<file path="src/pwl_pkg.sv">
package pwl_pkg;

	localparam int DATA_W          = 32;
	localparam int INDEX_W         = 4;
	localparam int COUNT_W         = 5;
	localparam int MAX_POINTS_DEF  = 16;

	typedef enum logic {
		ACTION_WRITE = 1'b0,
		ACTION_EVAL  = 1'b1
	} action_t;

	typedef enum logic [1:0] {
		REGION_INTERP = 2'd0,
		REGION_FIRST  = 2'd1,
		REGION_LAST   = 2'd2,
		REGION_EMPTY  = 2'd3
	} region_t;

	typedef enum logic [2:0] {
		ST_IDLE,
		ST_SEARCH,
		ST_PREP,
		ST_MUL,
		ST_DIV,
		ST_FIN,
		ST_DONE
	} state_t;

endpackage

</file>
<file path="src/piecewise_linear_table_eval_unit.sv">
// Piecewise-linear table evaluator, signed Q16.16 keys and values.
// Input channel (in_valid / in_stall): each request carries action, entry_index, x_in and
// y_in. A write request stores one breakpoint in the key/value memory and gives no result.
// An evaluate request searches the first point_count entries for the first key >= x_in,
// then clamps to a table end or interpolates between the two neighbouring breakpoints.
// Output channel (out_valid / out_stall): y_out and region, one result per evaluate.
// Configuration channel (cfg_valid / cfg_ready): writes point_count; change it only while
// no evaluate is in flight.
// Sequencing, from an accept to the earliest next accept (the result shows in the same
// cycle as that accept): a write does not leave the idle state. An evaluate is
// serialized: the search reads one entry a cycle from the memory, in order from entry 0.
// An empty table goes straight to the result, and so does a clamp case once the search
// ends. Interpolation adds a 32x32 multiply and a 32-step restoring divider (one quotient
// bit a cycle); the divider is the longest step for interpolated results.
// Reset clears the count register, the sequencer and the output valid; the memory is not
// cleared and an entry must be written before an evaluate reads it.
// A finished result waits in the output register while out_stall is high; the block takes
// new requests meanwhile and holds the next result until that register frees up.
module piecewise_linear_table_eval_unit #(
	parameter int MAX_POINTS = pwl_pkg::MAX_POINTS_DEF
) (
	input  logic                          clk,
	input  logic                          arst_n,
	input  logic                          in_valid,
	output logic                          in_stall,
	input  logic                          action,
	input  logic [pwl_pkg::INDEX_W-1:0]   entry_index,
	input  logic [pwl_pkg::DATA_W-1:0]    x_in,
	input  logic [pwl_pkg::DATA_W-1:0]    y_in,
	output logic                          out_valid,
	input  logic                          out_stall,
	output logic [pwl_pkg::DATA_W-1:0]    y_out,
	output logic [1:0]                    region,
	input  logic                          cfg_valid,
	output logic                          cfg_ready,
	input  logic [pwl_pkg::COUNT_W-1:0]   point_count
);
	import pwl_pkg::*;

	localparam int W        = DATA_W;
	localparam int AW       = $clog2(MAX_POINTS);
	localparam int CW       = $clog2(MAX_POINTS + 1);
	localparam int DCW      = $clog2(W);
	localparam logic [DCW-1:0] DIV_LAST = DCW'(W - 1);

	// key/value memory, one entry per breakpoint, registered read
	logic [2*W-1:0] mem [MAX_POINTS];
	logic [2*W-1:0] rd_data_q;
	logic [AW-1:0]  rd_addr;
	logic [AW-1:0]  wr_addr;
	logic           mem_we;

	state_t state_q, state_d;

	logic [COUNT_W-1:0] point_count_q;
	logic               out_valid_q;
	logic [W-1:0]       y_out_q;
	region_t            region_q;

	logic [CW-1:0]      n_q;
	logic [CW-1:0]      n_c;
	logic [AW-1:0]      idx_q;
	logic [W-1:0]       x_q;
	logic [W-1:0]       prev_x_q, prev_y_q, cur_x_q, cur_y_q;
	logic [W-1:0]       d_q, t_q, mag_q;
	logic               neg_q;
	logic [W-1:0]       rem_q, lo_q;
	logic [DCW-1:0]     div_cnt_q;
	logic [W-1:0]       res_y_q;
	region_t            res_region_q;

	logic               accept, eval_req, slot_ok, out_free, load_out;
	logic               hit, last;
	logic [W-1:0]       rd_key, rd_val;
	logic [AW+INDEX_W-1:0] slot_wide;

	logic [W:0]         dx, dy, tt, dy_mag;
	logic               interp_ok;
	logic [2*W-1:0]     prod;
	logic [W:0]         div_tmp, div_diff;
	logic               div_ge;
	logic [W+1:0]       y1_ext, q_ext, sum;
	logic [W-1:0]       sat_y;

	assign cfg_ready = 1'b1;
	assign accept    = in_valid && !in_stall;
	assign eval_req  = (action == ACTION_EVAL);
	assign slot_wide = {AW'(0), entry_index};
	assign wr_addr   = slot_wide[AW-1:0];
	assign slot_ok   = 32'(entry_index) < 32'(MAX_POINTS);
	assign out_free  = !out_valid_q || !out_stall;

	// clamp the programmed count to the table depth
	assign n_c = (32'(point_count_q) > 32'(MAX_POINTS)) ? CW'(MAX_POINTS)
	                                                     : CW'(point_count_q);

	assign rd_key = rd_data_q[2*W-1:W];
	assign rd_val = rd_data_q[W-1:0];
	assign hit    = $signed(rd_key) >= $signed(x_q);
	assign last   = (CW'(idx_q) + CW'(1)) == n_q;

	// next state
	always_comb begin
		state_d = state_q;
		unique case (state_q)
			ST_IDLE: begin
				if (accept && eval_req) begin
					state_d = (n_c == '0) ? ST_DONE : ST_SEARCH;
				end
			end
			ST_SEARCH: begin
				if (hit) begin
					state_d = (idx_q == '0) ? ST_DONE : ST_PREP;
				end else if (last) begin
					state_d = ST_DONE;
				end
			end
			ST_PREP: state_d = ST_MUL;
			ST_MUL:  state_d = ST_DIV;
			ST_DIV: begin
				if (div_cnt_q == DIV_LAST) begin
					state_d = ST_FIN;
				end
			end
			ST_FIN:  state_d = ST_DONE;
			ST_DONE: begin
				if (out_free) begin
					state_d = ST_IDLE;
				end
			end
			default: state_d = ST_IDLE;
		endcase
	end

	// sequencer outputs
	always_comb begin
		in_stall = 1'b1;
		mem_we   = 1'b0;
		rd_addr  = '0;
		load_out = 1'b0;
		unique case (state_q)
			ST_IDLE: begin
				in_stall = 1'b0;
				mem_we   = in_valid && !eval_req && slot_ok;
			end
			ST_SEARCH: rd_addr  = idx_q + AW'(1);
			ST_DONE:   load_out = out_free;
			default: ;
		endcase
	end

	always_ff @(posedge clk) begin
		if (mem_we) begin
			mem[wr_addr] <= {x_in, y_in};
		end
		rd_data_q <= mem[rd_addr];
	end

	always_ff @(posedge clk or negedge arst_n) begin
		if (!arst_n) begin
			state_q       <= ST_IDLE;
			point_count_q <= '0;
			out_valid_q   <= 1'b0;
		end else begin
			state_q <= state_d;
			if (cfg_valid && cfg_ready) begin
				point_count_q <= point_count;
			end
			if (load_out) begin
				out_valid_q <= 1'b1;
			end else if (!out_stall) begin
				out_valid_q <= 1'b0;
			end
		end
	end

	// interpolation operands: x1 < x <= x2 holds by construction of the search
	always_comb begin
		dx        = {cur_x_q[W-1], cur_x_q} - {prev_x_q[W-1], prev_x_q};
		dy        = {cur_y_q[W-1], cur_y_q} - {prev_y_q[W-1], prev_y_q};
		tt        = {x_q[W-1], x_q} - {prev_x_q[W-1], prev_x_q};
		dy_mag    = dy[W] ? (W+1)'(-dy) : dy;
		interp_ok = !dx[W] && (dx != '0) && !tt[W];
	end

	assign prod = (2*W)'(mag_q) * (2*W)'(t_q);

	// one restoring step: bring in the next dividend bit, subtract when it fits
	always_comb begin
		div_tmp  = {rem_q, lo_q[W-1]};
		div_ge   = div_tmp >= {1'b0, d_q};
		div_diff = div_tmp - {1'b0, d_q};
	end

	// y1 +/- quotient, then saturate to 32 bits
	always_comb begin
		y1_ext = {{2{prev_y_q[W-1]}}, prev_y_q};
		q_ext  = {2'b00, lo_q};
		sum    = neg_q ? (y1_ext - q_ext) : (y1_ext + q_ext);
		if ((sum[W+1:W-1] == 3'b000) || (sum[W+1:W-1] == 3'b111)) begin
			sat_y = sum[W-1:0];
		end else if (sum[W+1]) begin
			sat_y = {1'b1, {(W-1){1'b0}}};
		end else begin
			sat_y = {1'b0, {(W-1){1'b1}}};
		end
	end

	always_ff @(posedge clk) begin
		unique case (state_q)
			ST_IDLE: begin
				x_q          <= x_in;
				n_q          <= n_c;
				idx_q        <= '0;
				res_y_q      <= '0;
				res_region_q <= REGION_EMPTY;
			end
			ST_SEARCH: begin
				if (hit) begin
					cur_x_q      <= rd_key;
					cur_y_q      <= rd_val;
					res_y_q      <= rd_val;
					res_region_q <= REGION_FIRST;
				end else begin
					prev_x_q     <= rd_key;
					prev_y_q     <= rd_val;
					res_y_q      <= rd_val;
					res_region_q <= REGION_LAST;
					idx_q        <= idx_q + AW'(1);
				end
			end
			ST_PREP: begin
				// degenerate spans fall back to y1: zero product over a unit divisor
				d_q   <= interp_ok ? dx[W-1:0] : W'(1);
				t_q   <= interp_ok ? tt[W-1:0] : '0;
				mag_q <= interp_ok ? dy_mag[W-1:0] : '0;
				neg_q <= dy[W];
			end
			ST_MUL: begin
				rem_q     <= prod[2*W-1:W];
				lo_q      <= prod[W-1:0];
				div_cnt_q <= '0;
			end
			ST_DIV: begin
				rem_q     <= div_ge ? div_diff[W-1:0] : div_tmp[W-1:0];
				lo_q      <= {lo_q[W-2:0], div_ge};
				div_cnt_q <= div_cnt_q + DCW'(1);
			end
			ST_FIN: begin
				res_y_q      <= sat_y;
				res_region_q <= REGION_INTERP;
			end
			ST_DONE: begin
				if (load_out) begin
					y_out_q  <= res_y_q;
					region_q <= res_region_q;
				end
			end
			default: ;
		endcase
	end

	assign out_valid = out_valid_q;
	assign y_out     = y_out_q;
	assign region    = region_q;

endmodule

</file>
<file path="config.mk">
export PLATFORM = sky130hd
export DESIGN_NAME = piecewise_linear_table_eval_unit
export DESIGN_NICKNAME = d
export VERILOG_FILES = /design/src/pwl_pkg.sv /design/src/piecewise_linear_table_eval_unit.sv
export SDC_FILE = /design/constraint.sdc
export NUM_CORES = 2
export LEC_CHECK = 0
export BUFFER_PORTS_ARGS = -buffer_cell sky130_fd_sc_hd__buf_4
export CAP_MARGIN = 40
export CORE_MARGIN = 3
export CORE_UTILIZATION = 65
export CTS_BUF_LIST = sky130_fd_sc_hd__clkbuf_4
export DETAILED_ROUTE_END_ITERATION = 8
export HOLD_SLACK_MARGIN = 0.03
export PLACE_DENSITY = 0.82
export SLEW_MARGIN = 10
export SYNTH_ARGS = -nofsm -noshare
export SYNTH_HDL_FRONTEND = slang
export SYNTH_SLANG_ARGS = --single-unit
</file>
<file path="constraint.sdc">
create_clock -name clk -period 12.5 [get_ports clk]
set_input_delay 2.5 -clock clk [delete_from_list [all_inputs] [get_ports clk]]
set_output_delay 2.5 -clock clk [all_outputs]
set_load 0.02 [all_outputs]
</file>
==> metrics.yaml <==
cts_setup_buffers: 0
synth_area_sq_um: 100000
synth.avg_cell_area_sq_um: 11.7
grt_pass1_wl_um: 397000
final.setup.tns_ps: 0
cts_buffers: 368
clk_latency_ps: 1320
max_freq_mhz: 112
placed_area_sq_um: 104000
wire_per_inst_um: 22.8
seq_area_frac_synth_pct: 44.2
clkSlewWorstSetupHoldPaths_ps: 70
dieArea_sq_um: 159000
grt.total_usage_pct: 32.4
drc_errors: 0
tightestPinTransition_ps: 1030
finalHoldViolCount: 0
cts_tree: "built"
die_x_um: 399
cp.arrival_ps: 9970
clock-sinks: 1500
overflow: 0
drive_gt1_share_pct: 11.0
slew_viol_final: 0
place_inst: 10400
fillers: 10300
async_flop_share_pct: 0.600
syn_nets: 9997
routed_wl_um: 252000
synth_most_common_cell: "edfxtp_1"
synth_edf_count: 1427
hold_buffers: 0
fp.dieH_um: 399
rows: 143
gp_congestion: 0.926
cts.path.max_buffers: 4
cp.required_ps: 13580
netlist_top_cells_area: "edfxtp_1, fa_1, ha_1"
synthCells: 8555
design.portCount: 116
synthTopCellsByCount: "edfxtp_1, inv_1, fa_1"
hp-class: "flop to flop"
synth_cell_types: 94
yosysWarningCount: 0
synth_top_area_share_pct: 42.7
drv_cap: 0
design_area_sq_um: 108000
finalCritPeriodShare_pct: 71.1
skew_ps: 136
hpwl_um: 174000
syn_to_final_growth_pct: 7.95
vias: 67500
antenna_found_initial: 20
drtPass1Iterations: 6
core-area_sq_um: 153000
synth_ff_type: "edfxtp_1"
path_max_fanout: 26
ant_nets: 0
htree_num_levels: 5
crit_path_end_kind: "flop"
root_buffer: "clkbuf_4"
finalSetupViolCount: 0
via_per_inst: 6.12
fin_util_pct: 71.0
rsz0062_at_grt: "no"
start_util_pct: 65.7
stdcell_count: 11000
grt_start_max_net_pins: 201
relSlewSlack_pct: 31.0
post_cts_resized: 0
setup.worst_path.start_class: "flop"
layout_min_cycle_time_ps: 8890
drt_iter0_drc: 6601
first_global_vias: 71300
criticalPathCategory: "flop to flop"
final_nets: 10200
io_buffer_count: 114
status: "complete, no violations"
ys_seq_elements: 1500
synth_largest_area_cell: "edfxtp_1"
## worst max-delay path: stages (launching register included)
cell      delay [ps]
edfxtp_1         510
buf_4            360
and2_1           200
fa_1             430
fa_1             440
fa_1             550
inv_1             50
fa_1             470
inv_1             50
fa_1             530
inv_1             70
fa_1             530
inv_1             50
fa_1             400
fa_1             490
ha_1             400
a21o_1           210
o21a_1           190
a311o_1          330
a22oi_1          460
a21oi_1          280
a31oi_1          390
o21ai_0          270
a31oi_1          380
o21a_1           200
mux2_2           340
o22ai_1          120
## logic make-up (layout without fill, tap and decap cells)
group                      after synthesis  in the layout  synth area share, %
adders and majority gates             1363           1363                 23.7
other                                    1             18              0.00374
and+or+nand+nor                       2306           2306                 11.4
muxes                                  339            339                 4.19
AOI/OAI and AO/OA                     1295           1295                 8.54
buffers and inverters                 1502           1940                 5.70
DFF                                   1500           1500                 44.2
xor gates and xnor gates               249            249                 2.18
## through the flow
| step | hold WS (ps) | worst slack (ps) |
|---|---|---|
| final | 413 | 3610 |
| after global routing | 421 | 3410 |
| after CTS | 415 | 3690 |
| after detailed placement | 405 | 3670 |
| after global placement | 400 | 3240 |
| after floorplan | 400 | 2670 |
## cell usage in the layout, fill, tap and decap left out, types with 230 or more instances in the layout
master and n:
a21oi_1 377, clkbuf_4 533, edfxtp_1 1427, fa_1 901, a211oi_1 230, mux2i_1 266
nor2_1 284, nand2_1 893, and2_1 740, inv_1 1043, ha_1 462
## area by class of cell
type | count | area (sq um) | share of cell area [%]
clock buffers | 533 | 4000 | 3.69
inverters | 1049 | 3950 | 3.64
repair buffers | 254 | 2420 | 2.23
well taps | 2030 | 2540 | 2.35
flip-flops and latches | 1500 | 44400 | 41.0
clock inverters | 104 | 524 | 0.484
diodes | 17 | 42.5 | 0.0393
multi-input cells | 5553 | 50500 | 46.6
## metal layers
layer | global-route usage (%) | wire length, um
met5 | 0 | 90
met4 | 11.3 | 7820
met3 | 7.40 | 25300
met2 | 52.6 | 121000
met1 | 43.2 | 97300
## state kept, by name, summed over array words and instances, names as in the netlist, 2 cells and up
register	count
state_q	3
cur_x_q	32
idx_q	4
cur_y_q	32
mag_q	32
rem_q	32
rd_data_q	64
prev_y_q	32
res_region_q	2
point_count_q	5
n_q	5
x_q	32
res_y_q	32
t_q	32
region	2
mem	1024
lo_q	32
div_cnt_q	5
prev_x_q	32
y_out	32
d_q	32
## worst paths after layout
check	from	endpoint	slack [ps]	cells after the start
hold / removal	res_y_q[8]	y_out[8]	410	0
min in group asynchronous	arst_n	point_count_q[3]	1080	1
max in group asynchronous	arst_n	state_q[2]	11180	1
hold reg to reg	res_y_q[8]	y_out[8]	410	0
setup / recovery	mag_q[10]	rem_q[29]	3610	26
setup reg to reg	mag_q[10]	rem_q[29]	3610	26
Power is left out: the tool's default activity adds up to more than one toggle a clock period on the data nets, which glitch-free logic cannot reach.
